--- src/hdl/fpr_pkg.sv ---
`timescale 1ns / 1ps
// Package for the framed packet receiver: sizes, codes, FSM state type,
// controller/datapath command and status structs. No dependencies.
package fpr_pkg;

    localparam int PACKET_LEN = 19;
    localparam int CNT_W      = $clog2(PACKET_LEN + 1);
    localparam int ADDR_W     = $clog2(PACKET_LEN);
    localparam int FIELD_W    = 5;
    localparam int BYTE_W     = 8;
    localparam int CSUM_W     = 16;
    localparam int IDLE_W     = 16;

    localparam logic [BYTE_W-1:0] START_MARK = 8'h21;  // '!'

    // stream payload widths
    localparam int S_TDATA_W = 8;
    localparam int M_TDATA_W = 24;

    // config port
    localparam int PADDR_W = 3;
    localparam int PDATA_W = 32;
    localparam logic [0:0] REG_IDLE_LIMIT = 1'b0;  // register index (paddr[2])
    localparam logic [IDLE_W-1:0] IDLE_LIMIT_RST = 16'd500;

    // input kind carried on s_tuser
    localparam logic FUNC_BYTE = 1'b0;
    localparam logic FUNC_TICK = 1'b1;

    typedef enum logic [1:0] {
        ST_IDLE,
        ST_READ,
        ST_SEND
    } fpr_state_t;

    typedef struct packed {
        logic accept;  // input transfer this cycle
        logic rd_en;   // issue store read at drain index
        logic send;    // output transfer this cycle
    } fpr_cmd_t;

    typedef struct packed {
        logic emit;    // the current input item finishes a frame
        logic last;    // drain index is on the final byte
    } fpr_status_t;

    function automatic logic [FIELD_W-1:0] to_field(input logic [CNT_W-1:0] v);
        logic [CNT_W+FIELD_W-1:0] w;
        w = {{FIELD_W{1'b0}}, v};
        return w[FIELD_W-1:0];
    endfunction

endpackage

--- src/hdl/framed_packet_receiver.sv ---
`timescale 1ns / 1ps
// Top level of the framed packet receiver: stream ports, APB register,
// controller and datapath. Depends on fpr_pkg, fpr_ctrl, fpr_datapath.
//
//  channel  | direction | handshake            | contents
//  ---------+-----------+----------------------+----------------------------------
//  s_       | in        | s_tvalid / s_tready  | received byte or ms tick
//  m_       | out       | m_tvalid / m_tready  | one stored byte of a finished frame
//  apb      | in        | psel/penable, pready | idle_limit register at offset 0x0
//
// Input stays ready after an item that finishes no frame. An item that
// finishes a frame of L bytes is followed by a drain: each byte is first read
// from the store's registered read port (ST_READ), then presented (ST_SEND)
// until m_tready takes it. No input transfer is taken during the drain.
// Reset is synchronous, active low: frame empty, idle count zero, idle_limit
// 500. The byte store has no reset; only bytes written in the current frame
// are read. m_ stalls hold the current byte and its fields stable.
module framed_packet_receiver (
    input  logic                           aclk,
    input  logic                           aresetn,
    // input stream
    input  logic                           s_tvalid,
    output logic                           s_tready,
    input  logic [fpr_pkg::S_TDATA_W-1:0]  s_tdata,   // [7:0] rx_byte
    input  logic                           s_tuser,   // [0] func (0 byte, 1 tick)
    // result stream
    output logic                           m_tvalid,
    input  logic                           m_tready,
    output logic [fpr_pkg::M_TDATA_W-1:0]  m_tdata,   // [7:0] frame_byte,
                                                       // [12:8] byte_index,
                                                       // [17:13] frame_length, rest 0
    output logic                           m_tuser,   // [0] frame_good
    output logic                           m_tlast,   // last byte of the frame
    // config port
    input  logic                           psel,
    input  logic                           penable,
    input  logic                           pwrite,
    input  logic [fpr_pkg::PADDR_W-1:0]    paddr,
    input  logic [fpr_pkg::PDATA_W-1:0]    pwdata,
    output logic [fpr_pkg::PDATA_W-1:0]    prdata,
    output logic                           pready
);
    import fpr_pkg::*;

    fpr_cmd_t    cmd;
    fpr_status_t status;

    logic [IDLE_W-1:0]  idle_limit_reg, idle_limit_next;
    logic               cfg_wr;
    logic               cfg_hit;
    logic [BYTE_W-1:0]  frame_byte;
    logic [FIELD_W-1:0] byte_index;
    logic [FIELD_W-1:0] frame_length;
    logic               frame_good;
    logic               last_byte;

    // APB: zero wait states; paddr[2] selects the register, low bits ignored.
    assign pready  = 1'b1;
    assign cfg_hit = (paddr[2] == REG_IDLE_LIMIT);
    assign cfg_wr  = psel && penable && pwrite && pready && cfg_hit;

    always_comb begin
        idle_limit_next = idle_limit_reg;
        if (cfg_wr) begin
            idle_limit_next = pwdata[IDLE_W-1:0];
        end
    end

    always_ff @(posedge aclk) begin
        if (!aresetn) begin
            idle_limit_reg <= IDLE_LIMIT_RST;
        end else begin
            idle_limit_reg <= idle_limit_next;
        end
    end

    assign prdata = cfg_hit ? PDATA_W'(idle_limit_reg) : '0;

    fpr_ctrl u_ctrl (
        .aclk    (aclk),
        .aresetn (aresetn),
        .s_tvalid(s_tvalid),
        .s_tready(s_tready),
        .m_tvalid(m_tvalid),
        .m_tready(m_tready),
        .status  (status),
        .cmd     (cmd)
    );

    fpr_datapath u_dp (
        .aclk        (aclk),
        .aresetn     (aresetn),
        .cmd         (cmd),
        .status      (status),
        .ev_func     (s_tuser),
        .ev_byte     (s_tdata),
        .idle_limit  (idle_limit_reg),
        .frame_byte  (frame_byte),
        .byte_index  (byte_index),
        .frame_length(frame_length),
        .frame_good  (frame_good),
        .last_byte   (last_byte)
    );

    assign m_tdata = {{(M_TDATA_W - BYTE_W - 2*FIELD_W){1'b0}},
                      frame_length, byte_index, frame_byte};
    assign m_tuser = frame_good;
    assign m_tlast = last_byte;

    // Input is never taken while a frame byte is on offer.
    a_no_overlap: assert property (@(posedge aclk) disable iff (!aresetn)
        m_tvalid |-> !s_tready)
        else $error("input ready while draining");

    // The last byte's transfer returns the block to accepting input.
    a_drain_end: assert property (@(posedge aclk) disable iff (!aresetn)
        (m_tvalid && m_tready && m_tlast) |=> s_tready)
        else $error("no return to input after last byte");

    // A drained frame always has a nonzero length.
    a_len_nonzero: assert property (@(posedge aclk) disable iff (!aresetn)
        m_tvalid |-> (m_tdata[17:13] != 5'd0))
        else $error("zero frame length on output");

    // The good flag does not change within one frame's drain.
    a_good_stable: assert property (@(posedge aclk) disable iff (!aresetn)
        (m_tvalid && m_tready && !m_tlast) |=> ##1 (m_tvalid && $stable(m_tuser)))
        else $error("good flag changed mid-frame");

endmodule

--- src/hdl/fpr_ram.sv ---
`timescale 1ns / 1ps
// Generic single-write, single-read RAM with registered read data.
// No dependencies.
module fpr_ram #(
    parameter int WIDTH = 8,
    parameter int DEPTH = 16
) (
    input  logic                     aclk,
    input  logic                     we,
    input  logic [$clog2(DEPTH)-1:0] waddr,
    input  logic [WIDTH-1:0]         wdata,
    input  logic                     re,
    input  logic [$clog2(DEPTH)-1:0] raddr,
    output logic [WIDTH-1:0]         rdata
);

    logic [WIDTH-1:0] mem_reg [DEPTH];
    logic [WIDTH-1:0] rdata_reg;

    always_ff @(posedge aclk) begin
        if (we) begin
            mem_reg[waddr] <= wdata;
        end
        if (re) begin
            rdata_reg <= mem_reg[raddr];
        end
    end

    assign rdata = rdata_reg;

endmodule

--- src/hdl/fpr_ctrl.sv ---
`timescale 1ns / 1ps
// Controller FSM: accepts input items, then walks the frame drain.
// Depends on fpr_pkg.
module fpr_ctrl (
    input  logic                aclk,
    input  logic                aresetn,
    input  logic                s_tvalid,
    output logic                s_tready,
    output logic                m_tvalid,
    input  logic                m_tready,
    input  fpr_pkg::fpr_status_t status,
    output fpr_pkg::fpr_cmd_t    cmd
);
    import fpr_pkg::*;

    fpr_state_t state_reg;
    fpr_state_t state_next;

    always_ff @(posedge aclk) begin
        if (!aresetn) begin
            state_reg <= ST_IDLE;
        end else begin
            state_reg <= state_next;
        end
    end

    always_comb begin
        state_next = state_reg;
        unique case (state_reg)
            ST_IDLE: begin
                if (s_tvalid && status.emit) begin
                    state_next = ST_READ;
                end
            end
            ST_READ: begin
                state_next = ST_SEND;
            end
            ST_SEND: begin
                if (m_tready) begin
                    state_next = status.last ? ST_IDLE : ST_READ;
                end
            end
            default: begin
                state_next = ST_IDLE;
            end
        endcase
    end

    always_comb begin
        s_tready   = 1'b0;
        m_tvalid   = 1'b0;
        cmd.accept = 1'b0;
        cmd.rd_en  = 1'b0;
        cmd.send   = 1'b0;
        unique case (state_reg)
            ST_IDLE: begin
                s_tready   = 1'b1;
                cmd.accept = s_tvalid;
            end
            ST_READ: begin
                cmd.rd_en = 1'b1;
            end
            ST_SEND: begin
                m_tvalid = 1'b1;
                cmd.send = m_tready;
            end
            default: begin
                s_tready = 1'b0;
            end
        endcase
    end

endmodule

--- src/hdl/fpr_datapath.sv ---
`timescale 1ns / 1ps
// Datapath: byte store, fill and idle counters, running checksum, drain index.
// Depends on fpr_pkg and fpr_ram.
module fpr_datapath (
    input  logic                         aclk,
    input  logic                         aresetn,
    input  fpr_pkg::fpr_cmd_t            cmd,
    output fpr_pkg::fpr_status_t         status,
    input  logic                         ev_func,
    input  logic [fpr_pkg::BYTE_W-1:0]   ev_byte,
    input  logic [fpr_pkg::IDLE_W-1:0]   idle_limit,
    output logic [fpr_pkg::BYTE_W-1:0]   frame_byte,
    output logic [fpr_pkg::FIELD_W-1:0]  byte_index,
    output logic [fpr_pkg::FIELD_W-1:0]  frame_length,
    output logic                         frame_good,
    output logic                         last_byte
);
    import fpr_pkg::*;

    logic [CNT_W-1:0]  fill_reg,   fill_next;
    logic [IDLE_W-1:0] idle_reg,   idle_next;
    logic [CSUM_W-1:0] sum_reg,    sum_next;
    logic [BYTE_W-1:0] prev1_reg,  prev1_next;
    logic [BYTE_W-1:0] prev2_reg,  prev2_next;
    logic              mark_reg,   mark_next;
    logic [CNT_W-1:0]  len_reg,    len_next;
    logic              good_reg,   good_next;
    logic [ADDR_W-1:0] rd_idx_reg, rd_idx_next;

    logic              is_tick;
    logic              is_mark;
    logic [CNT_W-1:0]  fill_base;
    logic [CNT_W-1:0]  fill_inc;
    logic              byte_emit;
    logic [IDLE_W-1:0] idle_inc;
    logic              tick_due;
    logic              tick_emit;
    logic [CSUM_W-1:0] byte_sum;
    logic [BYTE_W-1:0] byte_p1, byte_p2;
    logic              byte_mark;
    logic [CNT_W-1:0]  f_len;
    logic [CSUM_W-1:0] f_sum;
    logic [BYTE_W-1:0] f_p1, f_p2;
    logic              f_mark;
    logic              good_calc;
    logic [CNT_W-1:0]  rd_idx_ext;
    logic              store_we;

    assign is_tick   = (ev_func == FUNC_TICK);
    assign is_mark   = (ev_byte == START_MARK);
    assign fill_base = is_mark ? '0 : fill_reg;
    assign fill_inc  = fill_base + CNT_W'(1);
    assign byte_emit = (fill_inc == CNT_W'(PACKET_LEN));

    assign idle_inc  = (idle_reg == {IDLE_W{1'b1}}) ? idle_reg : idle_reg + IDLE_W'(1);
    assign tick_due  = (idle_inc >= idle_limit);
    assign tick_emit = tick_due && (fill_reg != '0);

    // Running checksum excludes the two most recent bytes, kept in prev1/prev2.
    always_comb begin
        byte_p1   = ev_byte;
        byte_p2   = prev1_reg;
        byte_sum  = sum_reg;
        byte_mark = mark_reg;
        priority if (fill_base == '0) begin
            byte_sum  = '0;
            byte_mark = is_mark;
            byte_p2   = prev2_reg;
        end else if (fill_base == CNT_W'(1)) begin
            byte_sum = '0;
        end else begin
            byte_sum = sum_reg + CSUM_W'(prev2_reg);
        end
    end

    assign f_len  = is_tick ? fill_reg  : fill_inc;
    assign f_sum  = is_tick ? sum_reg   : byte_sum;
    assign f_p1   = is_tick ? prev1_reg : byte_p1;
    assign f_p2   = is_tick ? prev2_reg : byte_p2;
    assign f_mark = is_tick ? mark_reg  : byte_mark;

    assign good_calc = (f_len >= CNT_W'(2)) && f_mark && ((~f_sum) == {f_p2, f_p1});

    assign status.emit = is_tick ? tick_emit : byte_emit;

    always_comb begin
        fill_next   = fill_reg;
        idle_next   = idle_reg;
        sum_next    = sum_reg;
        prev1_next  = prev1_reg;
        prev2_next  = prev2_reg;
        mark_next   = mark_reg;
        len_next    = len_reg;
        good_next   = good_reg;
        rd_idx_next = rd_idx_reg;
        if (cmd.accept) begin
            if (is_tick) begin
                idle_next = tick_due ? '0 : idle_inc;
                fill_next = tick_emit ? '0 : fill_reg;
            end else begin
                idle_next  = '0;
                fill_next  = byte_emit ? '0 : fill_inc;
                sum_next   = byte_sum;
                prev1_next = byte_p1;
                prev2_next = byte_p2;
                mark_next  = byte_mark;
            end
            if (status.emit) begin
                len_next    = f_len;
                good_next   = good_calc;
                rd_idx_next = '0;
            end
        end
        if (cmd.send) begin
            rd_idx_next = rd_idx_reg + ADDR_W'(1);
        end
    end

    always_ff @(posedge aclk) begin
        if (!aresetn) begin
            fill_reg <= '0;
            idle_reg <= '0;
        end else begin
            fill_reg <= fill_next;
            idle_reg <= idle_next;
        end
    end

    always_ff @(posedge aclk) begin
        sum_reg    <= sum_next;
        prev1_reg  <= prev1_next;
        prev2_reg  <= prev2_next;
        mark_reg   <= mark_next;
        len_reg    <= len_next;
        good_reg   <= good_next;
        rd_idx_reg <= rd_idx_next;
    end

    assign store_we = cmd.accept && !is_tick;

    fpr_ram #(
        .WIDTH(BYTE_W),
        .DEPTH(PACKET_LEN)
    ) u_store (
        .aclk (aclk),
        .we   (store_we),
        .waddr(fill_base[ADDR_W-1:0]),
        .wdata(ev_byte),
        .re   (cmd.rd_en),
        .raddr(rd_idx_reg),
        .rdata(frame_byte)
    );

    assign rd_idx_ext   = CNT_W'(rd_idx_reg);
    assign status.last  = ((rd_idx_ext + CNT_W'(1)) == len_reg);
    assign byte_index   = to_field(rd_idx_ext);
    assign frame_length = to_field(len_reg);
    assign frame_good   = good_reg;
    assign last_byte    = status.last;

endmodule

--- config.mk ---
export PLATFORM = sky130hd
export DESIGN_NAME = framed_packet_receiver
export DESIGN_NICKNAME = d
export VERILOG_FILES = /design/src/hdl/fpr_pkg.sv /design/src/hdl/framed_packet_receiver.sv /design/src/hdl/fpr_ram.sv /design/src/hdl/fpr_ctrl.sv /design/src/hdl/fpr_datapath.sv
export SDC_FILE = /design/constraint.sdc
export NUM_CORES = 1
export LEC_CHECK = 0
export BUFFER_PORTS_ARGS = -buffer_cell sky130_fd_sc_hd__buf_2
export CORE_ASPECT_RATIO = 1.2
export CORE_UTILIZATION = 55
export CTS_CLUSTER_SIZE = 30
export DETAILED_ROUTE_END_ITERATION = 10
export GPL_TIMING_DRIVEN = 0
export MAX_ROUTING_LAYER = met4
export PLACE_DENSITY = 0.75
export SYNTH_ARGS = -nofsm -noshare
export SYNTH_HDL_FRONTEND = slang
export SYNTH_SLANG_ARGS = --single-unit
export TNS_END_PERCENT = 1
--- constraint.sdc ---
create_clock -name aclk -period 7.7 [get_ports aclk]
set_input_delay 1.155 -clock aclk [delete_from_list [all_inputs] [get_ports aclk]]
set_output_delay 1.155 -clock aclk [all_outputs]
set_load 0.01 [all_outputs]
==> impl_metrics.env <==
export IMPL_synth_edff_count=204
export IMPL_core_area_sq_um=21000
export IMPL_ctsHoldBuffers=0
export IMPL_num_antenna_cells=0
export IMPL_clock_skew_ns=0.0135
export IMPL_crit_fanout=10
export IMPL_yosysTopAreaCell="edfxtp_1"
export IMPL_status="finished clean"
export IMPL_ys_ff_latch=243
export IMPL_internal_power_mw=2.31
export IMPL_cts_buffer_depth=3
export IMPL_clkPwrFrac_pct=42.9
export IMPL_synth_simple_area_share_pct=11.8
export IMPL_antenna_found_initial=0
export IMPL_hold_violations=0
export IMPL_vias=7783
export IMPL_p_leak_nw=4.85
export IMPL_cts_tree="done"
export IMPL_holdWs_ns=0.456
export IMPL_drtIter0Drc=689
export IMPL_final_max_slew_viol_count=0
export IMPL_dp_hpwl_mm=18.7
export IMPL_reg2reg_depth=14
export IMPL_ir_drop_uv=189
export IMPL_vias_per_cell=5.91
export IMPL_fp_dieW_microns=135
export IMPL_syn_to_final_growth_pct=14.2
export IMPL_setup_violations_final=0
export IMPL_syn_inst=913
export IMPL_start_util_pct=56.0
export IMPL_cts_sinks=243
export IMPL_slew_headroom_pct=32.4
export IMPL_avgSynthCellArea_sq_um=12.9
export IMPL_worst_hold_path_type="reg2reg"
export IMPL_largest_reg_flops=152
export IMPL_power_density_nw_per_um2=221
export IMPL_power_mw=2.96
export IMPL_io_pins=112
export IMPL_synthArstFlopShare_pct=0
export IMPL_die_height_microns=162
export IMPL_io_buffers=68
export IMPL_tightestPinTransition_ns=1.01
export IMPL_grt_util_all_layers_pct=25.7
export IMPL_synth_top_family_by_area="simple AND/OR/NAND/NOR gates"
export IMPL_fin_crit_sh_pct=67.8
export IMPL_fin_util_pct=63.9
export IMPL_post_cts_resized=0
export IMPL_htree_num_levels=1
export IMPL_clockRootBuffer="clkbuf_16"
export IMPL_ys_flop_type="edfxtp_1"
export IMPL_rsz0062_at_grt="no"
export IMPL_synth_fa_ha_area_share_pct=3.47
export IMPL_synthMuxAreaShare_pct=11.2
export IMPL_switchingPower_mw=0.650
export IMPL_cp_start_kind="flip-flop"
export IMPL_hp_start="idle_limit_reg[12]$_SDFFE_PN0P_"
export IMPL_synth_common_cells="edfxtp_1, nand2_1, nor2_1"
export IMPL_reg2reg_slack_ns=2.48
export IMPL_hold_path_depth=2
export IMPL_antenna_left=0
export IMPL_yosysSeqAreaShare_pct=58.8
export IMPL_period_needed_ns=5.22
export IMPL_synth_warnings=0
export IMPL_cts_buffers=24
export IMPL_regArea_sq_um=6910
export IMPL_synth_cell_types=73
export IMPL_grt_remaining_overflow=0
export IMPL_power_frac_seq_pct=49.4
export IMPL_drive_above_1_share_pct=20.8
export IMPL_synth_compound_area_share_pct=8.50
export IMPL_routedWlPerCell_microns=20.3
export IMPL_clk_pin_slew_ns=0.06
export IMPL_synth_xor_area_share_pct=2.39
export IMPL_syn_cell_area_sq_um=11700
export IMPL_swShare_pct=21.9
export IMPL_synth_top_area_share_pct=52.2
export IMPL_clock_fmax_mhz=191
export IMPL_fin_nets=1112
export IMPL_critPathKind="reg2reg"
export IMPL_num_rows=58
export IMPL_grt_pass1_vias=7561
export IMPL_r2r_end="u_dp.byte_index[3]$_SDFFCE_PN0P_"
export IMPL_worstHoldEndpoint="idle_limit_reg[12]$_SDFFE_PN0P_"
export IMPL_postCtsSetupRepairBufs=0
export IMPL_cp_data_arrival_time_ns=5.37
export IMPL_grt_max_degree=26
export IMPL_synth_area_leaders="edfxtp_1, mux4_2, dfxtp_1"
export IMPL_fin_tns_setup_ns=0
export IMPL_endpoint_kind="flip-flop"
export IMPL_routed_wl_mm=26.7
export IMPL_grt_pass1_wl_mm=41.2
export IMPL_die_area_sq_um=21900
export IMPL_multi_input_area_sq_um=4470
export IMPL_max_cap_violations=0
export IMPL_yosysMostFrequentCell="edfxtp_1"
export IMPL_insertion_delay_ns=0.52
export IMPL_power_frac_comb_pct=7.7
export IMPL_firstDrtPassIters=5
export IMPL_cp_required_ns=7.85
export IMPL_fillers=1574
export IMPL_r2r_start="u_dp.idle_reg[0]$_SDFFE_PN0P_"
export IMPL_drc=0
export IMPL_routabilityCongestion=0.901
power by group through the flow:
stage / Clock (mW) / Combinational (mW) / Sequential [mW]
CTS: 1.28 / 0.227 / 1.46
global placement: 0 / 0.218 / 1.49
finish: 1.27 / 0.228 / 1.46
global route: 1.33 / 0.251 / 1.47
floorplan: 0 / 0.151 / 1.49
detailed placement: 0 / 0.225 / 1.49
how the worst max path moves through the flow:
stage | startpoint | endpoint | depth (start not counted)
2_1_floorplan | u_dp.idle_reg[0]$_SDFFE_PN0P_ | u_dp.byte_index[0]$_SDFFCE_PN0P_ | 14
3_3_place_gp | s_tdata[5] | u_dp.frame_good$_DFFE_PP_ | 14
6_report | u_dp.idle_reg[0]$_SDFFE_PN0P_ | u_dp.byte_index[3]$_SDFFCE_PN0P_ | 14
3_5_place_dp | s_tdata[5] | u_dp.frame_good$_DFFE_PP_ | 14
4_1_cts | u_dp.idle_reg[0]$_SDFFE_PN0P_ | u_dp.byte_index[3]$_SDFFCE_PN0P_ | 14
5_1_grt | u_dp.idle_reg[0]$_SDFFE_PN0P_ | u_dp.byte_index[2]$_SDFFCE_PN0P_ | 17
logic make-up (layout without fill, tap and decap cells):
family / after synthesis / count (layout)
muxes: 78 / 78
buffers and inverters: 94 / 207
xor gates and xnor gates: 32 / 32
DFF: 243 / 243
other: 2 / 23
and+or+nand+nor: 287 / 287
AOI/OAI and AO/OA: 145 / 145
adders and majority gates: 32 / 32
critical path, stage by stage (launching register included):
cell,delay [ns]
dfxtp_1,0.45
ha_1,0.23
nand3_1,0.16
or4_1,0.54
nor3_1,0.43
clkbuf_1,0.38
nor2_1,0.13
xnor2_1,0.17
ha_1,0.31
nand4_1,0.10
or4_1,0.54
o221a_2,0.31
or3_1,0.35
clkbuf_1,0.19
o21ai_0,0.58
placed cells by master (no fill, tap or decap), drive strengths merged, types with 8 or more instances in the layout:
cell type	instances
mux4	40
a21o	9
a32o	8
nor2	85
nand2	87
clkinv	9
mux2i	14
ha	31
clkbuf	54
nand4	11
mux2	24
edfxtp	204
o21ai	30
nand3	28
xor2	13
o211ai	12
xnor2	19
or4	10
nand2b	8
nor3	16
inv	37
conb	23
buf	103
a21oi	35
dfxtp	39
layer usage:
metal,vias up,share of wire [%],track usage (%)
met5,-,0,-
met4,0,3.8,10.7
met3,69,5.4,2.93
met2,297,52,44.1
met1,3751,39,30.7
li1,3666,-,-
metrics by stage:
stage / instance area [sq um] / std cells / setup WS (ns)
3_5_place_dp: 12500 / 1273 / 2.39
3_3_place_gp: 12500 / 1272 / 2.49
4_1_cts: 13400 / 1317 / 2.50
6_report: 13400 / 1317 / 2.48
2_1_floorplan: 11800 / 934 / 3.14
5_1_grt: 13400 / 1317 / 2.01
cell type report:
| class | instances | area share, % |
|---|---|---|
| Sequential cell | 243 | 51.5 |
| Buffer | 58 | 2.31 |
| Multi-Input combinational cell | 597 | 33.3 |
| Clock inverter | 14 | 1.36 |
| Clock buffer | 30 | 5.19 |
| Timing Repair Buffer | 69 | 2.74 |
| Inverter | 36 | 1.01 |
| Tap cell | 270 | 2.52 |
No activity file was read; power rests on OpenSTA's default activity.
